--- src/rtl/core/smeu_pkg.sv ---
// Shared types and constants of the stack machine execute unit.
// No dependencies; imported by every module of the block.
`default_nettype none
package smeu_pkg;

	localparam int WORD_W = 32;
	localparam int IP_W   = 16;
	localparam int TGT_W  = 17;
	localparam int RIDX_W = 8;

	typedef enum logic [3:0] {
		OP_HALT = 4'd0,
		OP_DISP = 4'd1,
		OP_PUSH = 4'd2,
		OP_POP  = 4'd3,
		OP_MOV  = 4'd4,
		OP_CALL = 4'd5,
		OP_RET  = 4'd6,
		OP_JMP  = 4'd7,
		OP_JZ   = 4'd8,
		OP_JPOS = 4'd9,
		OP_JNEG = 4'd10,
		OP_ADD  = 4'd11,
		OP_SUB  = 4'd12,
		OP_MUL  = 4'd13,
		OP_DIV  = 4'd14,
		OP_NOP  = 4'd15
	} op_t;

	localparam logic [2:0] ST_OK      = 3'd0;
	localparam logic [2:0] ST_FULL    = 3'd1;
	localparam logic [2:0] ST_EMPTY   = 3'd2;
	localparam logic [2:0] ST_BADREG  = 3'd3;
	localparam logic [2:0] ST_OVF     = 3'd4;
	localparam logic [2:0] ST_DIVZERO = 3'd5;
	localparam logic [2:0] ST_BADTGT  = 3'd6;
	localparam logic [2:0] ST_HALT    = 3'd7;

	localparam logic [IP_W-1:0]   RET_OFS   = 16'd2;
	localparam logic [IP_W-1:0]   PLEN_RST  = 16'hFFFF;
	localparam logic [WORD_W-1:0] WORD_MIN  = 32'h8000_0000;
	localparam logic [WORD_W-1:0] WORD_NEG1 = 32'hFFFF_FFFF;

	// classified instruction as held in the front/back queue
	typedef struct packed {
		op_t               op;
		logic [RIDX_W-1:0] ra;
		logic [RIDX_W-1:0] rb;
		logic [WORD_W-1:0] imm;
		logic [IP_W-1:0]   ip;
		logic [IP_W-1:0]   tgt;
		logic              a_ok;
		logic              b_ok;
		logic              tgt_ok;
	} instr_t;

endpackage
`default_nettype wire

--- src/rtl/core/smeu_front.sv ---
// Front end: accepts instruction transactions, classifies them and queues them.
// Depends on smeu_pkg.
`default_nettype none
module smeu_front #(
	parameter int NUM_REGS = 32
) (
	input  logic                        clk,
	input  logic                        arst_n,
	input  logic                        push,
	output logic                        full,
	input  logic [3:0]                  req_type,
	input  logic [smeu_pkg::RIDX_W-1:0] reg_a,
	input  logic [smeu_pkg::RIDX_W-1:0] reg_b,
	input  logic [smeu_pkg::WORD_W-1:0] immediate,
	input  logic [smeu_pkg::TGT_W-1:0]  jump_target,
	input  logic [smeu_pkg::IP_W-1:0]   current_ip,
	input  logic [smeu_pkg::IP_W-1:0]   program_length,
	input  logic                        q_pop,
	output logic                        q_empty,
	output smeu_pkg::instr_t            q_head
);
	import smeu_pkg::*;

	instr_t     cls;
	instr_t     ent_q [2];
	logic       wr_ptr_q;
	logic       rd_ptr_q;
	logic [1:0] cnt_q;
	logic       do_push;
	logic       do_pop;

	always_comb begin
		cls.op     = op_t'(req_type);
		cls.ra     = reg_a;
		cls.rb     = reg_b;
		cls.imm    = immediate;
		cls.ip     = current_ip;
		cls.tgt    = jump_target[IP_W-1:0];
		cls.a_ok   = {1'b0, reg_a} < (RIDX_W+1)'(NUM_REGS);
		cls.b_ok   = {1'b0, reg_b} < (RIDX_W+1)'(NUM_REGS);
		cls.tgt_ok = !jump_target[TGT_W-1] && (jump_target[IP_W-1:0] < program_length);
	end

	assign full    = cnt_q == 2'd2;
	assign q_empty = cnt_q == 2'd0;
	assign q_head  = ent_q[rd_ptr_q];
	assign do_push = push && !full;
	assign do_pop  = q_pop && !q_empty;

	always_ff @(posedge clk) begin
		if (do_push) begin
			ent_q[wr_ptr_q] <= cls;
		end
	end

	always_ff @(posedge clk or negedge arst_n) begin
		if (!arst_n) begin
			wr_ptr_q <= 1'b0;
			rd_ptr_q <= 1'b0;
			cnt_q    <= 2'd0;
		end else begin
			if (do_push) wr_ptr_q <= !wr_ptr_q;
			if (do_pop) rd_ptr_q <= !rd_ptr_q;
			cnt_q <= cnt_q + {1'b0, do_push} - {1'b0, do_pop};
		end
	end

endmodule
`default_nettype wire

--- config.mk ---
export PLATFORM = sky130hd
export DESIGN_NAME = smeu_front
export DESIGN_NICKNAME = d
export VERILOG_FILES = /design/src/rtl/core/smeu_pkg.sv /design/src/rtl/core/smeu_front.sv
export SDC_FILE = /design/constraint.sdc
export NUM_CORES = 1
export LEC_CHECK = 0
export BUFFER_PORTS_ARGS = -buffer_cell sky130_fd_sc_hd__buf_2
export CORE_MARGIN = 4
export CORE_UTILIZATION = 55
export CTS_CLUSTER_SIZE = 12
export DETAILED_ROUTE_END_ITERATION = 8
export PLACE_DENSITY = 0.81
export SLEW_MARGIN = 0
export SYNTH_ARGS = -nofsm -noshare
export SYNTH_HDL_FRONTEND = slang
export SYNTH_SLANG_ARGS = --single-unit
--- constraint.sdc ---
create_clock -name clk -period 9.5 [get_ports clk]
set_input_delay 1.425 -clock clk [delete_from_list [all_inputs] [get_ports clk]]
set_output_delay 1.425 -clock clk [all_outputs]
set_load 0.05 [all_outputs]
; ---- Word level (Yosys, flattened, before mapping)
; Memories as Yosys holds them, arrays and structs flattened.
; Cells that the tools add are included.
; W data, S select, Z words.
[classes]
addsub = 2
mul = 0
div_mod_pow = 0
order_cmp = 3
eq_ne = 1
shifts = 0
n_mux = 2
bitwise_logic = 0
reduce_logical = 9
[op_table]
columns = operator, n
row1 = $lt A16 B16 Y1, 1
row2 = $lt A8 B6 Y1 const B, 2
row3 = $logic_not A1 Y1, 5
row4 = $logic_and A1 B1 Y1, 3
row5 = $add A2 B1 Y2, 1
row6 = $eq A2 B2 Y1 const B, 1
row7 = $logic_not A2 Y1, 1
row8 = $mux W1, 2
row9 = $sub A2 B1 Y2, 1
[totals]
ff_bits = 4
latch_bits = 0
mem_bits_rw = 174
mem_bits_ro = 0
out_inout_bits = 89
n_memories = 1
[mem_list]
columns = name, depth, width, read_ports, rd_ports_with_merged_regs, write_ports, line
row1 = ent_q, 2, 87, 1, 0, 1, smeu_front.sv:25  ; instr_t ent_q [2];

; ---- Logic depth before layout (Yosys ltp)
; Gate-level depths: netlist of the first run.
[depth]
depth_word = 5
depth_mapped = 7
ltp_nobuf = 7

; ---- Worst setup path before layout of the first run
; Ideal clock, no wire load.
[synth_path]
kind = in2reg
start = input port push
end = memory ent_q[0][0] in the netlist's numbering, enable pin
arrival_ps = 5145
required_time_ps = 8967
slack_ps = 3822
path_stages = 2
n_path_buf = 0
cell_sequence = nand2_1 > nor2_1
[synth_between]
elab_chain_cells = 3
[synth_rtl]
columns = item, line
row1 = "start, declared", smeu_front.sv:9  ; input logic push,
row2 = $logic_and A1 B1 Y1, smeu_front.sv:47  ; assign do_push = push && !full;
row3 = $mux W1, smeu_front.sv:51  ; if (do_push) begin
row4 = $mux W1 (implied by the code), smeu_front.sv:52  ; ent_q[wr_ptr_q] <= cls;
row5 = "end, declared", smeu_front.sv:25
; No other way between the ends.

==> results of run 1 <==
==> cell usage after synthesis <==
library cell                  n
sky130_fd_sc_hd__buf_4        1
sky130_fd_sc_hd__o31ai_1      1
sky130_fd_sc_hd__buf_2        9
sky130_fd_sc_hd__a21oi_1      6
sky130_fd_sc_hd__nor3_1       2
sky130_fd_sc_hd__and4_1       2
sky130_fd_sc_hd__o21ai_0      3
sky130_fd_sc_hd__o21ai_1      1
sky130_fd_sc_hd__nand2_1      3
sky130_fd_sc_hd__ha_1        17
sky130_fd_sc_hd__dfrtp_1      4
sky130_fd_sc_hd__mux2_2      87
sky130_fd_sc_hd__nor2_1       3
sky130_fd_sc_hd__a2111oi_0    1
sky130_fd_sc_hd__nor2b_1      2
sky130_fd_sc_hd__or4_1        1
sky130_fd_sc_hd__edfxtp_1   174
sky130_fd_sc_hd__and3_1       1
sky130_fd_sc_hd__inv_1       17
sky130_fd_sc_hd__xnor2_1      3
sky130_fd_sc_hd__nand2b_1     2
sky130_fd_sc_hd__nand4_1      1
sky130_fd_sc_hd__o2111a_1     1
sky130_fd_sc_hd__xor2_1       1
==> layout make-up <==
cell class                      count  area, um2
Inverter                           17       63.8
Antenna cell                        1       2.50
Sequential cell                   178       5330
Clock inverter                     12       93.8
Multi-Input combinational cell    138       1410
Clock buffer                       19        433
Timing Repair Buffer              195        981
Fill cell                         807       3590
Tap cell                          168        210
==> how the worst min path moves through the flow <==
stage | slack (ns) | cells past startpoint | to
finish | 0.51 | 1 | cnt_q[1]
global route | 0.54 | 1 | cnt_q[1]
CTS | 0.52 | 1 | cnt_q[1]
detailed placement | 0.51 | 1 | cnt_q[1]
global placement | 0.49 | 1 | cnt_q[1]
floorplan | 0.46 | 1 | wr_ptr_q
==> layout by cell type, fill, tap and decap left out, types with 2 or more instances in the layout <==
master and instances:
sky130_fd_sc_hd__a21oi_1 6, sky130_fd_sc_hd__and4_1 2, sky130_fd_sc_hd__buf_2 193, sky130_fd_sc_hd__buf_4 2
sky130_fd_sc_hd__clkbuf_1 2, sky130_fd_sc_hd__clkbuf_16 17, sky130_fd_sc_hd__clkinv_1 3, sky130_fd_sc_hd__clkinv_2 3
sky130_fd_sc_hd__clkinvlp_4 5, sky130_fd_sc_hd__dfrtp_1 3, sky130_fd_sc_hd__edfxtp_1 174, sky130_fd_sc_hd__ha_1 17
sky130_fd_sc_hd__inv_1 17, sky130_fd_sc_hd__mux2_2 87, sky130_fd_sc_hd__nand2_1 3, sky130_fd_sc_hd__nand2b_1 2
sky130_fd_sc_hd__nor2_1 2, sky130_fd_sc_hd__nor2b_1 2, sky130_fd_sc_hd__nor3_1 2, sky130_fd_sc_hd__o21ai_0 3
sky130_fd_sc_hd__xnor2_1 3
==> cells by family after synthesis <==
family	Yosys count	synth area share
AO/OA/AOI/OAI	13	0.0113
XOR/XNOR	4	0.00512
adder cells (fa/ha/maj)	17	0.0311
buffers and inverters	27	0.0170
flip-flops	178	0.778
multiplexers	87	0.143
AND/OR/NAND/NOR	17	0.0139
==> flip-flops by register name (all words and copies together), names as in the netlist <==
signal and flops:
wr_ptr_q 1, cnt_q 2, rd_ptr_q 1, ent_q 174
==> power breakdown <==
part	total [uW]	leakage (uW)	switching (uW)	internal, uW
combinational	1190	0.00140	857	333
sequential	1190	0.00166	114	1080
clock	619	0.000243	265	354
==> critical path, stage by stage, from the launching register on <==
cell and delay, ns:
sky130_fd_sc_hd__dfrtp_4 1.20, sky130_fd_sc_hd__mux2_2 0.45, sky130_fd_sc_hd__buf_2 0.22
==> layer usage <==
metal	vias up	wire (um)	track usage
li1	1751	-	-
met1	1806	5060	0.225
met2	160	6410	0.309
met3	17	1110	0.0622
met4	0	217	0.0702
met5	-	0	0
==> per-stage QoR <==
| stage | instance area [um2] | hold slack (ns) | util |
|---|---|---|---|
| after floorplan | 6840 | 0.461 | - |
| after global placement | 8000 | 0.490 | 0.660 |
| after detailed placement | 8000 | 0.505 | 0.660 |
| after CTS | 8520 | 0.517 | 0.704 |
| after global routing | 8520 | 0.544 | 0.704 |
| final | 8530 | 0.513 | 0.704 |
==> metrics.log, run 1 <==
[metrics] synthesis-stage register bit count: between 150 and 200
[metrics] number of primary I/O pins: about 190
[metrics] y dimension of the die: about 120 um
[metrics] DRC: 0
[metrics] area growth from synthesis to layout: 24.6%
[metrics] fin. max-slew vios: 0
[metrics] worst vdd ir: about 180 uV
[metrics] CORE AREA: between 0.01 and 0.015 mm2
[metrics] signal arrival time at the worst endpoint: 2.35 ns
[metrics] Total Neg Setup Slack: 0 ns
[metrics] Setup Slack @ Placement: roughly 5.8 ns
[metrics] maximum number of pins on one net before global-route repair: 89
[metrics] hold path startpoint: cnt_q[1]
[metrics] H-tree depth reported by CTS: 4
[metrics] global-route wire length before repair: around 20 mm
[metrics] post-layout min period: approximately 3.8 ns
[metrics] status: completed
[metrics] floorplan die area: 0.0143 mm2
[metrics] antenna violations before repair: 0
[metrics] number of buffers between clock root and the deepest sink: 2
[metrics] Power, Total: 3000 uW
[metrics] count of cells resized by post-cts repair: 0
[metrics] cell type with the largest total area after synthesis: sky130_fd_sc_hd__edfxtp_1
[metrics] DRC violation total after the first TritonRoute iteration: roughly 330
[metrics] via count of the routed design: 3734
[metrics] CTS sink count: approximately 180
[metrics] final standard cell count with taps included and fillers excluded: around 730
[metrics] Static Leakage: approximately 0.0033 uW
[metrics] largest fanout on the critical path: about 90
[metrics] number of setup violations in the final report: 0
[metrics] WS Path Type: reg2out
[metrics] post-route clock period utilization: 0.398
[metrics] source of the worst register-to-register timing path: cnt_q[1]
[metrics] Final Wtd Congestion: between 0.7 and 0.8
[metrics] count of input and output buffers: 193
[metrics] endpoint required time on the critical path: just over 8 ns
[metrics] starting utilization of the core area: 0.565
[metrics] setup repair after global routing missed its margin: false
[metrics] Net Count, Synth: 465
[metrics] reg2reg end: ent_q[0][76]
[metrics] Synth area leaders: sky130_fd_sc_hd__edfxtp_1 76%, sky130_fd_sc_hd__mux2_2 14%, sky130_fd_sc_hd__ha_1 3.1%
[metrics] final hold violation count: 0
[metrics] slack of the worst reg-to-reg path: about 6.8 ns
[metrics] Syn Std Cell Area: 0.00684 mm2
[metrics] number of different library cells in the post-synthesis netlist: 24
[metrics] overall global routing resource usage: 0.185
[metrics] f_max: about 260 MHz
[metrics] endpoint kind of the worst setup timing path: primary output
[metrics] remaining max-slew budget at the tightest pin: 0.185
[metrics] CTS hold repair buffers: 0
[metrics] detailed-routing iteration count for the pre-antenna-repair pass: 4
[metrics] Critical Path End: q_head[81]
[metrics] share of layout cells above drive strength 1: 0.556
[metrics] number of setup buffers added after CTS: 0
[metrics] Max Cap Viol: 0
[metrics] actual transition at the worst max-transition pin: roughly 1.2 ns
[metrics] Avg WL per Cell: about 18 um
[metrics] Gate Count Post-Synth: ~340
[metrics] number of global-route vias before repair: approximately 4000
[metrics] post-CTS clock slew at the launch and capture registers of the worst setup and hold paths: around 0.06 ns
[metrics] proportion of synthesized chip area in sequential cells: 0.778
[metrics] path type of the worst min-delay path: reg2reg
[metrics] number of placement rows: 40
[metrics] total of warnings raised by yosys: 0
[metrics] Post-Synthesis Mean Instance Area: 19.9 um2
[metrics] later-pin clock latency in the skew report: 0.41 ns
[metrics] CTS tree: done
[metrics] die width: approximately 120 um
[metrics] remaining antenna violation count: 0
[metrics] post-detailed-route via-to-cell ratio: slightly above 5
[metrics] Total Nets Final: 669
[metrics] clock buffers created by TritonCTS: 17
[metrics] area share of the largest cell type after synthesis: 0.764
[metrics] count of cells along the worst register-to-register path: 4
[metrics] Critical Path Start Type: flop
[metrics] buffer type at the clock tree root: sky130_fd_sc_hd__clkbuf_16
[metrics] Post-Place Cells: 696
[metrics] power density of the placed cells: 352 mW/mm2
[metrics] total overflow reported by the global router: 0
[metrics] clock skew after layout: between 0.004 and 0.005 ns
[metrics] post-layout worst setup margin: between 5 and 6 ns
[metrics] half-perimeter wire length of the detailed placement result: about 8.7 mm
[metrics] CP startpoint: rd_ptr_q
[metrics] Total Wirelength: between 10 and 15 mm
No activity file was read; power rests on OpenSTA's default activity.
==> inputs of run 2 (changes only) <==
Settings changed: ABC_AREA set to 1, CORE_UTILIZATION 55 to 52, PLACE_DENSITY 0.81 to 0.77.
Clock period 9.5 ns to 3.76 ns, I/O delays scaled along.
==> run 2 against run 1 <==
Effect of this change:
- die area is 7.0% higher
- clock-buffer cell count is 1 lower
- utilization is 2.8 points lower
- critical endpoint is now q_head[4]
- setup slack worse by 4.9 ns
- combinational power grew to 3.0 times the previous value
==> metrics.log, run 2 <==
[metrics] number of setup violations in the final report: 0 (unchanged)
[metrics] buffer type at the clock tree root: sky130_fd_sc_hd__clkbuf_16
[metrics] worst-path cell with the longest stage delay: sky130_fd_sc_hd__inv_4
[metrics] Max Cap Viol: 0 (unchanged)
[metrics] global-route wire length before repair: 21.6 mm (+8.0%)
[metrics] count of input and output buffers: 193 (unchanged)
[metrics] total of warnings raised by yosys: 0 (unchanged)
[metrics] remaining antenna violation count: 0 (unchanged)
[metrics] path type of the worst min-delay path: in2reg
[metrics] Final Wtd Congestion: 0.796 (+6.2%)
[metrics] H-tree depth reported by CTS: 4 (unchanged)
[metrics] CTS hold repair buffers: 1 (+1)
[metrics] DRC violation total after the first TritonRoute iteration: 288 (-11%)
[metrics] antenna violations before repair: 1 (+1)
[metrics] clock buffers created by TritonCTS: 17 (unchanged)
[metrics] starting utilization of the core area: 0.540 (-0.0246)
[metrics] number of different library cells in the post-synthesis netlist: 19 (-21%)
[metrics] WS Path Type: reg2out
[metrics] later-pin clock latency in the skew report: 0.42 ns (about the same)
[metrics] remaining max-slew budget at the tightest pin: 0.403 (+0.218)
[metrics] register with the most flip-flops: ent_q
[metrics] synth cell count leaders: 278 x sky130_fd_sc_hd__nand2_1, 174 x sky130_fd_sc_hd__edfxtp_1, 25 x sky130_fd_sc_hd__inv_1, 17 x sky130_fd_sc_hd__ha_1, 12 x sky130_fd_sc_hd__buf_2
[metrics] power density of the placed cells: 952 mW/mm2 (+170%)
[metrics] CTS tree: done
[metrics] CORE AREA: 0.0129 mm2 (+6.3%)
[metrics] floorplan die area: 0.0153 mm2 (+7.0%)
[metrics] f_max: approximately 340 MHz
[metrics] area growth from synthesis to layout: 25.1%
[metrics] count of flip-flops with a built-in enable after synthesis: 174 (unchanged)
[metrics] Total Wirelength: 14.0 mm (+9.5%)
[metrics] Synth async-reset ratio: 0.0225 (unchanged)
[metrics] Static Leakage: 0.00391 uW (+18%)
[metrics] ordered cell list for the critical path: inv_4 -> nand2_1 -> nand2_1 -> buf_2
[metrics] delay of the slowest cell on the worst path: 0.74 ns (-0.46 ns)
[metrics] Synth area leaders: sky130_fd_sc_hd__edfxtp_1 75%, sky130_fd_sc_hd__nand2_1 15%, sky130_fd_sc_hd__ha_1 3.1%
[metrics] count of cells resized by post-cts repair: 0 (unchanged)
[metrics] kind of cell adding the most delay to the critical path: buffers and inverters
[metrics] Total Nets Final: 866 (+29%)
[metrics] overall global routing resource usage: 0.188 (+0.00238)
[metrics] Top Registers: ent_q (174), cnt_q (2)
[metrics] Post-Place Cells: 896 (+29%)
[metrics] Net Count, Synth: 667 (+43%)
[metrics] Syn Std Cell Area: 0.00696 mm2 (+1.7%)
[metrics] final hold violation count: 0 (unchanged)
[metrics] complex-gate fraction of the synthesized area: 0.00809 (-0.00325)
[metrics] die width: 124 um (+3.5%)
[metrics] highest-count cells in the layout ignoring fill and taps: 278 x sky130_fd_sc_hd__nand2_1, 193 x sky130_fd_sc_hd__buf_2, 174 x sky130_fd_sc_hd__edfxtp_1
[metrics] CTS sink count: 178 (unchanged)
[metrics] Worst path most repeated cell: sky130_fd_sc_hd__nand2_1
[metrics] number of buffers between clock root and the deepest sink: 2 (unchanged)
[metrics] status: completed
[metrics] buffers and inverters on the worst path: 2 (+1)
[metrics] most frequent cell after synthesis: sky130_fd_sc_hd__nand2_1
[metrics] multi-input logic area: 0.00142 mm2 (+0.44%)
[metrics] actual transition at the worst max-transition pin: 0.895 ns (-0.324 ns)
[metrics] max reg flops: 174 (unchanged)
[metrics] number of setup buffers added after CTS: 0 (unchanged)
[metrics] area share of the largest cell type after synthesis: 0.751 (-0.0126)
[metrics] count of cells along the worst register-to-register path: 7 (+3)
[metrics] fin. max-slew vios: 0 (unchanged)
[metrics] share of the synthesized netlist area taken by xor and xnor gates: 0.00504 (-0.0000847)
[metrics] worst vdd ir: 497 uV (+170%)
[metrics] post-CTS clock slew at the launch and capture registers of the worst setup and hold paths: 0.07 ns (about the same)
[metrics] largest fanout on the critical path: 88 (unchanged)
[metrics] endpoint required time on the critical path: 3.20 ns (-4.88 ns)
[metrics] hold-critical path depth: 1 (unchanged)
[metrics] area occupied by registers: 0.00533 mm2 (about the same)
[metrics] Post-Synthesis Mean Instance Area: 12.8 um2 (-36%)
[metrics] y dimension of the die: 124 um (+3.5%)
[metrics] fill cell instance count of the final layout: 924 (+14%)
[metrics] detailed-routing iteration count for the pre-antenna-repair pass: 4 (unchanged)
[metrics] Gate Count Post-Synth: 545 (+59%)
[metrics] simple-gate share of the synthesized area: 0.158 (+0.144)
[metrics] cell type with the largest total area after synthesis: sky130_fd_sc_hd__edfxtp_1
[metrics] DRC: 0 (unchanged)
[metrics] proportion of synthesized area in mux cells: 0 (-0.143)
[metrics] proportion of synthesized chip area in sequential cells: 0.765 (-0.0129)
[metrics] most frequent standard cell in the layout excluding fill and tap cells: sky130_fd_sc_hd__nand2_1
[metrics] number of placement rows: 41 (+2.5%)
[metrics] area share of fa/ha/maj cells after synthesis: 0.0306 (-0.000514)
[metrics] diode insertion count for antenna repair: 0 (-1)
[metrics] setup repair after global routing missed its margin: false
[metrics] synthesis-stage register bit count: 178 (unchanged)
[metrics] cell area after placement: 0.00806 mm2 (+0.84%)
[metrics] via count of the routed design: 4496 (+20%)
[metrics] share of layout cells above drive strength 1: 0.308 (-0.249)
[metrics] total overflow reported by the global router: 0 (unchanged)
[metrics] post-route clock period utilization: 0.791
[metrics] path length in cells of the critical path: 4 (+2)
[metrics] top_reg_cell synth: sky130_fd_sc_hd__edfxtp_1
[metrics] final standard cell count with taps included and fillers excluded: 929 (+28%)
[metrics] clock skew after layout: 0.00883 ns (+0.00419 ns)
[metrics] Total Neg Setup Slack: 0 ns (unchanged)
[metrics] post-detailed-route via-to-cell ratio: 4.84 (-5.6%)
[metrics] post-route cell area: 0.00870 mm2 (+2.1%)
[metrics] number of global-route vias before repair: 4551 (+14%)
[metrics] Power, Total: 8290 uW (+180%)
[metrics] number of primary I/O pins: 194 (unchanged)
[metrics] Layout Utilization: 0.676 (-0.0281)
[metrics] Avg WL per Cell: 15.1 um (-14%)
[metrics] combinational family with the most area after synthesis: simple AND/OR/NAND/NOR gates
[metrics] signal arrival time at the worst endpoint: 2.41 ns (+0.06 ns)
[metrics] maximum number of pins on one net before global-route repair: 89 (unchanged)
[metrics] Critical Path Start Type: flop
[metrics] endpoint kind of the worst setup timing path: primary output
[metrics] half-perimeter wire length of the detailed placement result: 9.65 mm (+10%)
[metrics] post-layout min period: roughly 3.0 ns
## run 2: cell types whose count changed in the layout (fill, tap and decap cells not counted), moves of 3 or more
cell / before / now
sky130_fd_sc_hd__nor2_1: 2 / 6
sky130_fd_sc_hd__nand2_1: 3 / 278
sky130_fd_sc_hd__bufinv_16: 1 / 4
sky130_fd_sc_hd__inv_1: 17 / 25
sky130_fd_sc_hd__buf_4: 2 / 5
sky130_fd_sc_hd__clkinv_4: 0 / 3
sky130_fd_sc_hd__clkinvlp_4: 5 / 0
sky130_fd_sc_hd__inv_6: 0 / 5
sky130_fd_sc_hd__mux2_2: 87 / 0
## run 2: path summary, 6_finish.rpt
path                       slack (ns)           end      from
hold reg to reg                  0.60      cnt_q[0]  cnt_q[0]
max in group asynchronous        3.12      rd_ptr_q    arst_n
hold / removal                   0.33  ent_q[1][76]  reg_a[1]
setup reg to reg                 1.97      cnt_q[1]  cnt_q[0]
setup / recovery                 0.78     q_head[4]  rd_ptr_q
min in group asynchronous        0.50      cnt_q[0]    arst_n
## run 2: area by class of cell
cell class                 instances  area share
tap                              172      0.0247
clock inverter                    14      0.0229
multi-input combinational        322       0.163
sequential                       178       0.612
inverter                          26      0.0115
timing repair buffer             199       0.116
clock buffer                      18      0.0493
## run 2: power breakdown
| part | total [uW] | switching, uW | internal (uW) |
|---|---|---|---|
| clock network | 1850 | 730 | 1120 |
| logic | 3540 | 2870 | 674 |
| registers | 2890 | 174 | 2720 |
| total | 8290 | 3770 | 4510 |
## run 2: layer usage
layer	global-route usage	vias up	share of wire
li1	-	2217	-
met1	0.211	2100	0.38
met2	0.336	147	0.53
met3	0.0504	30	0.063
met4	0.0789	2	0.026
met5	0	-	0.00093
## run 2: logic make-up after synthesis
logic type | after synthesis
flops | 178
xor+xnor | 4
compound gates | 10
buf+inv | 45
simple gates | 291
fa+ha+maj | 17
## run 2: stage by stage
stage / setup slack, ns / hold slack, ns
after floorplan: -1.04 / 0.268
after global placement: 1.17 / 0.371
after detailed placement: 1.18 / 0.375
after CTS: 0.732 / 0.316
after global routing: 0.587 / 0.315
final: 0.785 / 0.330
