## config.mk

```make
export PLATFORM = sky130hd
export DESIGN_NAME = smeu_back
export DESIGN_NICKNAME = d
export VERILOG_FILES = /design/src/rtl/core/smeu_pkg.sv /design/src/rtl/core/smeu_muldiv.sv /design/src/rtl/core/smeu_back.sv
export SDC_FILE = /design/constraint.sdc
export NUM_CORES = 2
export LEC_CHECK = 0
export BUFFER_PORTS_ARGS = -buffer_cell sky130_fd_sc_hd__buf_2
export CAP_MARGIN = 20
export CELL_PAD_IN_SITES_DETAIL_PLACEMENT = 1
export CELL_PAD_IN_SITES_GLOBAL_PLACEMENT = 2
export CORE_ASPECT_RATIO = 2
export CORE_MARGIN = 2
export CORE_UTILIZATION = 46
export DETAILED_ROUTE_END_ITERATION = 10
export MAX_ROUTING_LAYER = met4
export PLACE_DENSITY_LB_ADDON = 0.15
export SYNTH_ARGS = -nofsm -noshare
export SYNTH_HDL_FRONTEND = slang
export SYNTH_SLANG_ARGS = --single-unit
```

## constraint.sdc

```tcl
create_clock -name clk -period 31.3 [get_ports clk]
set_clock_uncertainty 0.15 [all_clocks]
set_input_delay 6.26 -clock clk [delete_from_list [all_inputs] [get_ports clk]]
set_output_delay 6.26 -clock clk [all_outputs]
set_load 0.05 [all_outputs]
```

## src/rtl/core/smeu_pkg.sv

```systemverilog
// Shared types and constants of the stack machine execute unit.
// No dependencies; imported by every module of the block.
`default_nettype none
package smeu_pkg;

	localparam int WORD_W = 32;
	localparam int IP_W   = 16;
	localparam int TGT_W  = 17;
	localparam int RIDX_W = 8;

	typedef enum logic [3:0] {
		OP_HALT = 4'd0,
		OP_DISP = 4'd1,
		OP_PUSH = 4'd2,
		OP_POP  = 4'd3,
		OP_MOV  = 4'd4,
		OP_CALL = 4'd5,
		OP_RET  = 4'd6,
		OP_JMP  = 4'd7,
		OP_JZ   = 4'd8,
		OP_JPOS = 4'd9,
		OP_JNEG = 4'd10,
		OP_ADD  = 4'd11,
		OP_SUB  = 4'd12,
		OP_MUL  = 4'd13,
		OP_DIV  = 4'd14,
		OP_NOP  = 4'd15
	} op_t;

	localparam logic [2:0] ST_OK      = 3'd0;
	localparam logic [2:0] ST_FULL    = 3'd1;
	localparam logic [2:0] ST_EMPTY   = 3'd2;
	localparam logic [2:0] ST_BADREG  = 3'd3;
	localparam logic [2:0] ST_OVF     = 3'd4;
	localparam logic [2:0] ST_DIVZERO = 3'd5;
	localparam logic [2:0] ST_BADTGT  = 3'd6;
	localparam logic [2:0] ST_HALT    = 3'd7;

	localparam logic [IP_W-1:0]   RET_OFS   = 16'd2;
	localparam logic [IP_W-1:0]   PLEN_RST  = 16'hFFFF;
	localparam logic [WORD_W-1:0] WORD_MIN  = 32'h8000_0000;
	localparam logic [WORD_W-1:0] WORD_NEG1 = 32'hFFFF_FFFF;

	// classified instruction as held in the front/back queue
	typedef struct packed {
		op_t               op;
		logic [RIDX_W-1:0] ra;
		logic [RIDX_W-1:0] rb;
		logic [WORD_W-1:0] imm;
		logic [IP_W-1:0]   ip;
		logic [IP_W-1:0]   tgt;
		logic              a_ok;
		logic              b_ok;
		logic              tgt_ok;
	} instr_t;

endpackage
`default_nettype wire

```

## src/rtl/core/smeu_muldiv.sv

```systemverilog
// Shared iterative unit: 32x32 unsigned shift-add multiply and restoring divide.
// One bit per cycle. Depends on smeu_pkg.
`default_nettype none
module smeu_muldiv (
	input  logic                          clk,
	input  logic                          arst_n,
	input  logic                          start,
	input  logic                          is_div,
	input  logic [smeu_pkg::WORD_W-1:0]   opa,
	input  logic [smeu_pkg::WORD_W-1:0]   opb,
	output logic                          done,
	output logic [2*smeu_pkg::WORD_W-1:0] res
);
	import smeu_pkg::*;

	logic              busy_q;
	logic              done_q;
	logic              div_q;
	logic [4:0]        cnt_q;
	logic [WORD_W:0]   hi_q;
	logic [WORD_W-1:0] lo_q;
	logic [WORD_W-1:0] b_q;
	logic [WORD_W:0]   trial;
	logic [WORD_W:0]   diff;
	logic [WORD_W:0]   msum;

	always_comb begin
		trial = {hi_q[WORD_W-1:0], lo_q[WORD_W-1]};
		diff  = trial - {1'b0, b_q};
		msum  = {1'b0, hi_q[WORD_W-1:0]} + (lo_q[0] ? {1'b0, b_q} : '0);
	end

	always_ff @(posedge clk) begin
		if (start) begin
			hi_q <= '0;
			lo_q <= opa;
			b_q  <= opb;
			div_q <= is_div;
		end else if (busy_q) begin
			if (div_q) begin
				hi_q <= diff[WORD_W] ? trial : diff;
				lo_q <= {lo_q[WORD_W-2:0], !diff[WORD_W]};
			end else begin
				hi_q <= {1'b0, msum[WORD_W:1]};
				lo_q <= {msum[0], lo_q[WORD_W-1:1]};
			end
		end
	end

	always_ff @(posedge clk or negedge arst_n) begin
		if (!arst_n) begin
			busy_q <= 1'b0;
			done_q <= 1'b0;
			cnt_q  <= '0;
		end else if (start) begin
			busy_q <= 1'b1;
			done_q <= 1'b0;
			cnt_q  <= '1;
		end else if (busy_q) begin
			cnt_q <= cnt_q - 5'd1;
			if (cnt_q == '0) begin
				busy_q <= 1'b0;
				done_q <= 1'b1;
			end
		end
	end

	assign done = done_q;
	assign res  = div_q ? {{WORD_W{1'b0}}, lo_q} : {hi_q[WORD_W-1:0], lo_q};

endmodule
`default_nettype wire

```

## src/rtl/core/smeu_back.sv

```systemverilog
// Back end: register file, operand stack, execution sequencer and result slot.
// Depends on smeu_pkg and smeu_muldiv.
`default_nettype none
module smeu_back #(
	parameter int NUM_REGS    = 32,
	parameter int STACK_DEPTH = 64
) (
	input  logic                        clk,
	input  logic                        arst_n,
	input  logic                        q_empty,
	input  smeu_pkg::instr_t            q_head,
	output logic                        q_pop,
	input  logic                        pop,
	output logic                        empty,
	output logic [2:0]                  status,
	output logic [smeu_pkg::WORD_W-1:0] read_value,
	output logic                        ip_written,
	output logic [smeu_pkg::IP_W-1:0]   next_ip
);
	import smeu_pkg::*;

	localparam int RI_W = (NUM_REGS > 1) ? $clog2(NUM_REGS) : 1;
	localparam int SI_W = $clog2(STACK_DEPTH);
	localparam int SP_W = $clog2(STACK_DEPTH + 1);

	typedef enum logic [2:0] {
		S_IDLE = 3'b001,
		S_EXEC = 3'b010,
		S_MD   = 3'b100
	} state_t;

	state_t              state_q;
	instr_t              ins_q;
	logic [WORD_W-1:0]   rf_a_q;
	logic [WORD_W-1:0]   rf_b_q;
	logic [WORD_W-1:0]   top_q;
	logic [SP_W-1:0]     sp_q;
	logic [SP_W-1:0]     sp_m1;
	logic [WORD_W-1:0]   rf_mem [NUM_REGS];
	logic [NUM_REGS-1:0] rf_vld_q;
	logic [WORD_W-1:0]   stk_mem [STACK_DEPTH];
	logic [RI_W-1:0]     rd_a_idx;
	logic [RI_W-1:0]     rd_b_idx;
	logic [RI_W-1:0]     wr_idx;

	logic              out_vld_q;
	logic [2:0]        status_q;
	logic [WORD_W-1:0] rv_q;
	logic              ipw_q;
	logic [IP_W-1:0]   nip_q;

	logic                st_full;
	logic                st_empty;
	logic                out_free;
	logic                fin;
	logic                go_md;
	logic                md_start;
	logic                md_done;
	logic [2*WORD_W-1:0] md_res;
	logic [WORD_W-1:0]   abs_a;
	logic [WORD_W-1:0]   abs_b;
	logic                neg;
	logic [WORD_W:0]     sum;
	logic                take;
	logic [WORD_W-1:0]   ar_val;
	logic                ar_ovf;

	logic [2:0]        st;
	logic [WORD_W-1:0] rv;
	logic              ipw;
	logic [IP_W-1:0]   nip;
	logic              rf_we;
	logic [WORD_W-1:0] rf_wd;
	logic              stk_we;
	logic [WORD_W-1:0] stk_wd;
	logic              sp_inc;
	logic              sp_dec;

	assign sp_m1    = sp_q - SP_W'(1);
	assign st_full  = sp_q == SP_W'(STACK_DEPTH);
	assign st_empty = sp_q == '0;
	assign out_free = !out_vld_q || pop;
	assign q_pop    = state_q == S_IDLE && !q_empty;
	assign rd_a_idx = q_head.ra[RI_W-1:0];
	assign rd_b_idx = q_head.rb[RI_W-1:0];
	assign wr_idx   = ins_q.ra[RI_W-1:0];

	assign abs_a = rf_a_q[WORD_W-1] ? -rf_a_q : rf_a_q;
	assign abs_b = rf_b_q[WORD_W-1] ? -rf_b_q : rf_b_q;
	assign neg   = rf_a_q[WORD_W-1] ^ rf_b_q[WORD_W-1];

	smeu_muldiv u_md (
		.clk    (clk),
		.arst_n (arst_n),
		.start  (md_start),
		.is_div (ins_q.op == OP_DIV),
		.opa    (abs_a),
		.opb    (abs_b),
		.done   (md_done),
		.res    (md_res)
	);

	// sign fix-up and exact overflow of the iterative result
	always_comb begin
		ar_val = neg ? -md_res[WORD_W-1:0] : md_res[WORD_W-1:0];
		if (ins_q.op == OP_DIV) begin
			ar_ovf = 1'b0;
		end else if (neg) begin
			ar_ovf = (md_res[2*WORD_W-1:WORD_W] != '0) ||
				(md_res[WORD_W-1] && (md_res[WORD_W-2:0] != '0));
		end else begin
			ar_ovf = md_res[2*WORD_W-1:WORD_W-1] != '0;
		end
	end

	always_comb begin
		st     = ST_OK;
		rv     = '0;
		ipw    = 1'b0;
		nip    = '0;
		rf_we  = 1'b0;
		rf_wd  = ins_q.imm;
		stk_we = 1'b0;
		stk_wd = ins_q.imm;
		sp_inc = 1'b0;
		sp_dec = 1'b0;
		go_md  = 1'b0;
		take   = 1'b0;
		sum    = (ins_q.op == OP_SUB) ?
			{rf_a_q[WORD_W-1], rf_a_q} - {rf_b_q[WORD_W-1], rf_b_q} :
			{rf_a_q[WORD_W-1], rf_a_q} + {rf_b_q[WORD_W-1], rf_b_q};
		if (state_q == S_MD) begin
			stk_wd = ar_val;
			if (ar_ovf) st = ST_OVF;
			else if (st_full) st = ST_FULL;
			else begin
				stk_we = 1'b1;
				sp_inc = 1'b1;
			end
		end else begin
			case (ins_q.op)
				OP_HALT: st = ST_HALT;
				OP_DISP: begin
					if (!ins_q.a_ok) st = ST_BADREG;
					else rv = rf_a_q;
				end
				OP_PUSH: begin
					if (st_full) st = ST_FULL;
					else begin
						stk_we = 1'b1;
						sp_inc = 1'b1;
					end
				end
				OP_POP: begin
					if (!ins_q.a_ok) st = ST_BADREG;
					else if (st_empty) st = ST_EMPTY;
					else begin
						sp_dec = 1'b1;
						rf_we  = 1'b1;
						rf_wd  = top_q;
					end
				end
				OP_MOV: begin
					if (!ins_q.a_ok) st = ST_BADREG;
					else rf_we = 1'b1;
				end
				OP_CALL: begin
					stk_wd = WORD_W'(ins_q.ip) + WORD_W'(RET_OFS);
					if (st_full) st = ST_FULL;
					else begin
						stk_we = 1'b1;
						sp_inc = 1'b1;
						if (ins_q.tgt_ok) begin
							ipw = 1'b1;
							nip = ins_q.tgt;
						end else st = ST_BADTGT;
					end
				end
				OP_RET: begin
					if (st_empty) st = ST_EMPTY;
					else begin
						sp_dec = 1'b1;
						ipw    = 1'b1;
						nip    = top_q[IP_W-1:0];
					end
				end
				OP_JMP: begin
					if (ins_q.tgt_ok) begin
						ipw = 1'b1;
						nip = ins_q.tgt;
					end else st = ST_BADTGT;
				end
				OP_JZ, OP_JPOS, OP_JNEG: begin
					if (st_empty) st = ST_EMPTY;
					else begin
						sp_dec = 1'b1;
						if (ins_q.op == OP_JZ) take = top_q == '0;
						else if (ins_q.op == OP_JPOS)
							take = !top_q[WORD_W-1] && (top_q != '0);
						else take = top_q[WORD_W-1];
						if (take) begin
							if (ins_q.tgt_ok) begin
								ipw = 1'b1;
								nip = ins_q.tgt;
							end else st = ST_BADTGT;
						end
					end
				end
				OP_ADD, OP_SUB: begin
					stk_wd = sum[WORD_W-1:0];
					if (!ins_q.a_ok || !ins_q.b_ok) st = ST_BADREG;
					else if (sum[WORD_W] != sum[WORD_W-1]) st = ST_OVF;
					else if (st_full) st = ST_FULL;
					else begin
						stk_we = 1'b1;
						sp_inc = 1'b1;
					end
				end
				OP_MUL: begin
					if (!ins_q.a_ok || !ins_q.b_ok) st = ST_BADREG;
					else go_md = 1'b1;
				end
				OP_DIV: begin
					if (!ins_q.a_ok || !ins_q.b_ok) st = ST_BADREG;
					else if (rf_a_q == WORD_MIN && rf_b_q == WORD_NEG1) st = ST_OVF;
					else if (rf_b_q == '0) st = ST_DIVZERO;
					else go_md = 1'b1;
				end
				default: ;
			endcase
		end
	end

	assign md_start = state_q == S_EXEC && go_md;
	assign fin = out_free && ((state_q == S_EXEC && !go_md) || (state_q == S_MD && md_done));

	always_ff @(posedge clk) begin
		if (q_pop) begin
			ins_q  <= q_head;
			rf_a_q <= rf_vld_q[rd_a_idx] ? rf_mem[rd_a_idx] : '0;
			rf_b_q <= rf_vld_q[rd_b_idx] ? rf_mem[rd_b_idx] : '0;
			top_q  <= stk_mem[sp_m1[SI_W-1:0]];
		end
		if (fin && rf_we) rf_mem[wr_idx] <= rf_wd;
		if (fin && stk_we) stk_mem[sp_q[SI_W-1:0]] <= stk_wd;
		if (fin) begin
			status_q <= st;
			rv_q     <= rv;
			ipw_q    <= ipw;
			nip_q    <= nip;
		end
	end

	always_ff @(posedge clk or negedge arst_n) begin
		if (!arst_n) begin
			state_q   <= S_IDLE;
			sp_q      <= '0;
			rf_vld_q  <= '0;
			out_vld_q <= 1'b0;
		end else begin
			case (state_q)
				S_IDLE: if (q_pop) state_q <= S_EXEC;
				S_EXEC: begin
					if (go_md) state_q <= S_MD;
					else if (fin) state_q <= S_IDLE;
				end
				S_MD: if (fin) state_q <= S_IDLE;
				default: state_q <= S_IDLE;
			endcase
			if (fin && rf_we) rf_vld_q[wr_idx] <= 1'b1;
			if (fin && sp_inc) sp_q <= sp_q + SP_W'(1);
			else if (fin && sp_dec) sp_q <= sp_m1;
			if (fin) out_vld_q <= 1'b1;
			else if (pop) out_vld_q <= 1'b0;
		end
	end

	assign empty      = !out_vld_q;
	assign status     = status_q;
	assign read_value = rv_q;
	assign ip_written = ipw_q;
	assign next_ip    = nip_q;

endmodule
`default_nettype wire

```

======== Yosys cells after proc, flatten, opt, wreduce, memory -nomap -nowiden ========
Memory sizes are Yosys's and may differ from the RTL's. A register that Yosys moved wholly into a read port is not among the register bits.
Index checks and enable logic that the tools add are counted.
word-level totals
  logic and storage cells ................. 209
  ROM bits ................................ 0
  memories ................................ 2
  output and inout port bits .............. 54
  latch bits .............................. 0
  flip-flop bits (word level) ............. 275
  memory bits (writable) .................. 3072
operators by class
  bitwise logic cells ..................... 4
  shifts and indexed selects .............. 0
  div/mod/pow operators ................... 0
  muxes and demuxes ....................... 97
  multiply operators ...................... 0
  reduce and logical (&&, ||, !) cells .... 45
  $lt $le $gt $ge ......................... 4
  add/subtract/negate cells ............... 11
  eq/ne operators ......................... 22
memory list
  memory   depth  width  rd ports  clocked after Yosys merged registers in  wr ports  RTL line         RTL
  stk_mem  64     32     1         1                                        1         smeu_back.sv:41  logic [WORD_W-1:0] stk_mem [STACK_DEPTH];
  rf_mem   32     32     2         2                                        1         smeu_back.sv:39  logic [WORD_W-1:0] rf_mem [NUM_REGS];
operator list
  kind                     number
  $mux W32                 13
  $neg A32 Y32             3
  $mux W16                 5
  $add A32 B32 Y33         2
  $eq A32 B32 Y1 const B   2
  $logic_not A32 Y1        2
  $mux W64                 1
  $pmux W16 S4             1
  $pmux W32 S2             1
  $reduce_bool A32 Y1      2
  $mux W1                  42
  $mux W3                  14
  $mux W33                 1
  $pmux W3 S11             1
  $reduce_bool A33 Y1      1
  $sub A32 B32 Y33         1
  $sub A33 B32 Y33         1
  $or A32 B32 Y32          1
  $mux W31                 1
  $reduce_bool A31 Y1      1
  $eq A4 B4 Y1 const B     7
  $lt A5 B6 Y1 const B     3
  $add A16 B2 Y17 const B  1
  $eq A4 B3 Y1 const B     4
  33 further kinds         72

======== Depth between registers and ports, before layout ========
  word-level depth ........................ 13
  gate-level depth with buffers ........... 26
  gate-level depth less buffers ........... 22

======== Hierarchy ========
Synthesis repeated with hierarchy kept, for this count alone.
second synthesis, totals
  cell total of the unflattened synthesis .. 7334
  area, all modules ....................... 148518.7 um^2
modules (own cells, without submodules)
  module       cells each  area an instance (um^2)  times used
  smeu_back    6332        139909.2                 1
  smeu_muldiv  1002        8609.5                   1

======== Least setup slack after synthesis ========
OpenSTA, ideal clock, no wires.
  path kind ............................... input port to output port
  start ................................... in q_empty
  end ..................................... out q_pop
  arrival time ............................ 25.629 ns
  cell stages on the path ................. 1
  path buffers ............................ 0
  path slack .............................. -0.739 ns
  path through ............................ nor4b_1
on the way
  cells in the longest elaborated chain, start to end .. 2
RTL lines
  element              RTL line         RTL
  from (decl)          smeu_back.sv:10  input logic q_empty,
  $logic_not A1 Y1     smeu_back.sv:83  assign q_pop = state_q == S_IDLE && !q_empty;
  $logic_and A1 B1 Y1  smeu_back.sv:83
  to (decl)            smeu_back.sv:12  output logic q_pop,
Every way passes these cells.

======== Final worst setup path ========
Same ends and word-level chain as after synthesis.

==> key figures <==
Logic synthesis
  – Synth Net Count: 7468
  – Synth Area in Compound Gates: under 10%
  – Cells after Synth: around 7300
  – Combinational family with the most area after synthesis: multiplexers
  – Register bit total from synthesis: 3443
  – Avg Cell Area, Syn: 20.35 um2
  – Synthesized-area fraction occupied by and/or/nand/nor cells: 3.076%
  – Synth warn: 0
  – Post-synthesis xor/xnor area fraction: under 10%
  – Post-synth EDFFs: 3361
  – Register area share after synthesis: 69.51%
  – Most used DFF post-synth: edfxtp_1
  – Mux cell area share after synthesis: 21.20%
  – Synthesized area: 147900 um2
  – Synth Area in Adders: 0.9288%
  – Async SR Flop Fraction: 1.452%
  – Cell variety after synth: 90

Die
  – Boundary pin count: roughly 150
  – Die Span Y: between 800 and 900 um
  – Cell Rows: 294
  – Die ar.: 326400 um2
  – Initial core utilization: 46.17%
  – Die X: 405.0 um
  – Core area: 320400 um2

CTS
  – Post CTS Setup Buffer Count: 0
  – CTS sink count: 3443
  – Max H-tree Level: 5
  – Clock latency reported for the late side of the worst-skew pair: 920 ps
  – CTS Hold Buffers Added: 0
  – CTS tree: yes
  – Worst-path clk slew: 60 ps
  – Num CTS Buffers: 314
  – Longest Clk Path Bufs: 4
  – Clock Tree Root: clkbuf_16
  – CTS resizes: 0

Setup path
  – CP max stage cell: buf_2
  – Arrival time at the worst endpoint: 7050 ps
  – Worst EP required: between 20000 and 25000 ps
  – RR Endpoint: stk_mem[6][11]$_DFFE_PP_
  – Dominant cell type by count on the critical path: buf_2
  – Crit-path cells: buf_2 -> nor4b_4 -> buf_2
  – Worst reg2reg path depth: 23
  – Critical path fanouts, max: 2
  – CP startpoint kind: input pin
  – Setup CP Type: in2out
  – Reg-to-reg slack, setup: 21880 ps
  – R2r startpoint: rf_b_q[3]$_SDFFCE_PN0P_
  – Crit-path max cell delay: 400 ps
  – CP endpoint kind: primary output

Detailed routing
  – Routed WL: 456200 um
  – Via/cell ratio: 6.308
  – Vias: 76231
  – Met1 WL: 157600 um
  – WL/cell: 37.76 um
  – DR pass1 iterations: 6
  – Wire length on met3: 21310 um
  – WL met2: 245800 um
  – # DRC: 0
  – Max Used Layer: met4
  – DRT iter0 DRCs: 7301
  – Final ANT Viol Nets: 0

Timing
  – Worst slew pin tran: 1210 ps
  – Hold Violations, Final: 0
  – Setup TNS Final: 0 ps
  – Min Tclk post-route: 13460 ps
  – RSZ-0062 raised after global routing: no
  – Max Slew Vio Count: 0
  – Tcrit/Tclk final: 42.99%
  – Final setup margin: about 18000 ps
  – Slew headroom: 17.04%
  – Final setup viols: 0
  – Achievable Freq: between 70 and 80 MHz

Hold path
  – Hold_sp: rf_vld_q[30]$_DFFE_PN0P_
  – Hold Crit Endpoint: rf_vld_q[30]$_DFFE_PN0P_
  – Hold path depth: 1
  – Hold Crit Class: reg2reg

GRT
  – Pin count of the biggest net entering global routing: 100
  – Initial antenna violation count: 26
  – Total GRT Usage: between 20% and 30%
  – Vias in the first global route: 82427
  – Grt total ovfl: 0
  – First-pass GRT wire length: between 600000 and 700000 um

Power and ir drop
  – Combinational fraction of design power: 29.4%
  – P_sw: 4.352 mW
  – Switch share: 31.49%
  – P_int: 9.465 mW
  – Total Power: 13.82 mW
  – Clock group share of total power: between 20% and 30%
  – Register share of total power: 42.3%
  – LEAKAGE: ~53 nW
  – Peak supply drop: 106.0 uV
  – Power per cell area: roughly 83 nW/um2

Placement
  – Inst Count DP: 11500
  – Final GP Congestion: approximately 0.90
  – # port buffers: around 140
  – Pre-CTS setup slack: 17830 ps
  – Post-place instance area: 155300 um2
  – Dpl hpwl: 296900 um

Job
  – Max Cap Viol: 0

Cells and area
  – Commonest non-fill, non-tap cell in the layout: edfxtp_1
  – Syn-to-layout area delta: 11.91%
  – Final net count: 7728
  – Layout Cells excl Fill: about 12000
  – Most frequent cells in the layout: 3361 x edfxtp_1, 1332 x mux4_2, 325 x clkbuf_16, 253 x nor2_1, 239 x buf_4
  – Share of post-route cells with drive strength above 1: 31.01%
  – # fillers: ~28000
  – Post-route cell area: around 170000 um2

Status
  – Status: completed
[power by group through the flow]
| stage | clock, mW | combinational [mW] | sequential [mW] |
|---|---|---|---|
| after floorplan | 0 | 2.69 | 5.82 |
| after global placement | 0 | 4.00 | 5.93 |
| after detailed placement | 0 | 4.10 | 5.94 |
| after CTS | 3.98 | 4.11 | 5.84 |
| after global routing | 4.12 | 4.30 | 5.84 |
| final | 3.91 | 4.06 | 5.85 |
[critical path: cells and delay by family]
family	cells	cell delay, ps
buffers and inverters	2	540
AND/OR/NAND/NOR	1	240
[how the worst max path moves through the flow]
stage / start / to / slack, ps / cells after the start
after global placement: q_empty / q_pop / 17850 / 3
after global routing: q_empty / q_pop / 17770 / 3
after CTS: q_empty / q_pop / 17830 / 3
after floorplan: q_empty / q_pop / 8720 / 1
after detailed placement: q_empty / q_pop / 17830 / 3
final: q_empty / q_pop / 17840 / 3
[cells by family (layout without fill, tap and decap cells)]
family,after synthesis,in the layout
fa+ha+maj,108,108
xor+xnor,226,226
flops,3443,3443
simple gates,915,915
buf+inv,512,1019
other cells,0,16
compound gates,601,601
mux,1464,1464
[metrics by stage]
step | hold WS, ps | util (%)
6_report | 338.5 | 51.67
5_1_grt | 360.3 | 51.66
4_1_cts | 339.1 | 51.63
3_5_place_dp | 324.0 | 48.48
3_3_place_gp | 312.8 | 48.46
2_1_floorplan | 301.5 | -
[cell type report]
type / instances / area [um2] / area share [%]
Sequential cell: 3443 / 102800 / 62.11
Multi-Input combinational cell: 3314 / 44220 / 26.71
Clock buffer: 385 / 8388 / 5.067
Tap cell: 4292 / 5370 / 3.244
Timing Repair Buffer: 382 / 2698 / 1.630
Clock inverter: 178 / 1720 / 1.039
Inverter: 74 / 280.3 / 0.1693
Antenna cell: 16 / 40.04 / 0.02419
[flip-flops by register name (all words and copies together), names as in the netlist]
register     cells
stk_mem       2048
rf_mem        1024
ins_q           76
read_value      32
rf_a_q          32
rf_b_q          32
rf_vld_q        32
top_q           32
u_md.b_q        32
u_md.hi_q       32
u_md.lo_q       32
next_ip         16
sp_q             7
u_md.cnt_q       5
state_q          3
status           3
ip_written       1
out_vld_q        1
u_md.busy_q      1
u_md.div_q       1
u_md.done        1
[routing by layer]
metal | vias to the layer above | track usage, %
li1 | 31114 | -
met2 | 2621 | 50.87
met5 | - | -
met1 | 41574 | 32.03
met4 | 0 | 16.71
met3 | 922 | 3.244
[synthesized netlist by cell type (16+ instances only)]
| master | n | area share (%) |
|---|---|---|
| nor2b_1 | 17 | 0.072 |
| edfxtp_1 | 3361 | 68 |
| mux2i_1 | 99 | 0.67 |
| nor3_1 | 61 | 0.21 |
| buf_1 | 102 | 0.26 |
| nand2b_1 | 41 | 0.17 |
| dfxtp_1 | 32 | 0.43 |
| mux2_2 | 33 | 0.25 |
| a211oi_1 | 25 | 0.13 |
| mux4_2 | 1332 | 20 |
| and2_1 | 42 | 0.18 |
| xnor2_1 | 137 | 0.81 |
| o21ai_0 | 140 | 0.47 |
| inv_1 | 72 | 0.18 |
| dfrtp_1 | 49 | 0.83 |
| nand3_1 | 40 | 0.14 |
| o31ai_1 | 28 | 0.14 |
| a22oi_1 | 22 | 0.11 |
| a221oi_1 | 16 | 0.095 |
| clkbuf_1 | 325 | 0.82 |
| nand4_1 | 18 | 0.076 |
| nor4_1 | 58 | 0.25 |
| a21o_1 | 50 | 0.25 |
| nor2_1 | 287 | 0.73 |
| or3_1 | 22 | 0.093 |
| or2_2 | 42 | 0.18 |
| a21oi_1 | 165 | 0.56 |
| ha_1 | 105 | 0.89 |
| o211ai_1 | 25 | 0.13 |
| nand2_1 | 214 | 0.54 |
| xor2_1 | 89 | 0.53 |
Power figures use the tool's default switching activity.
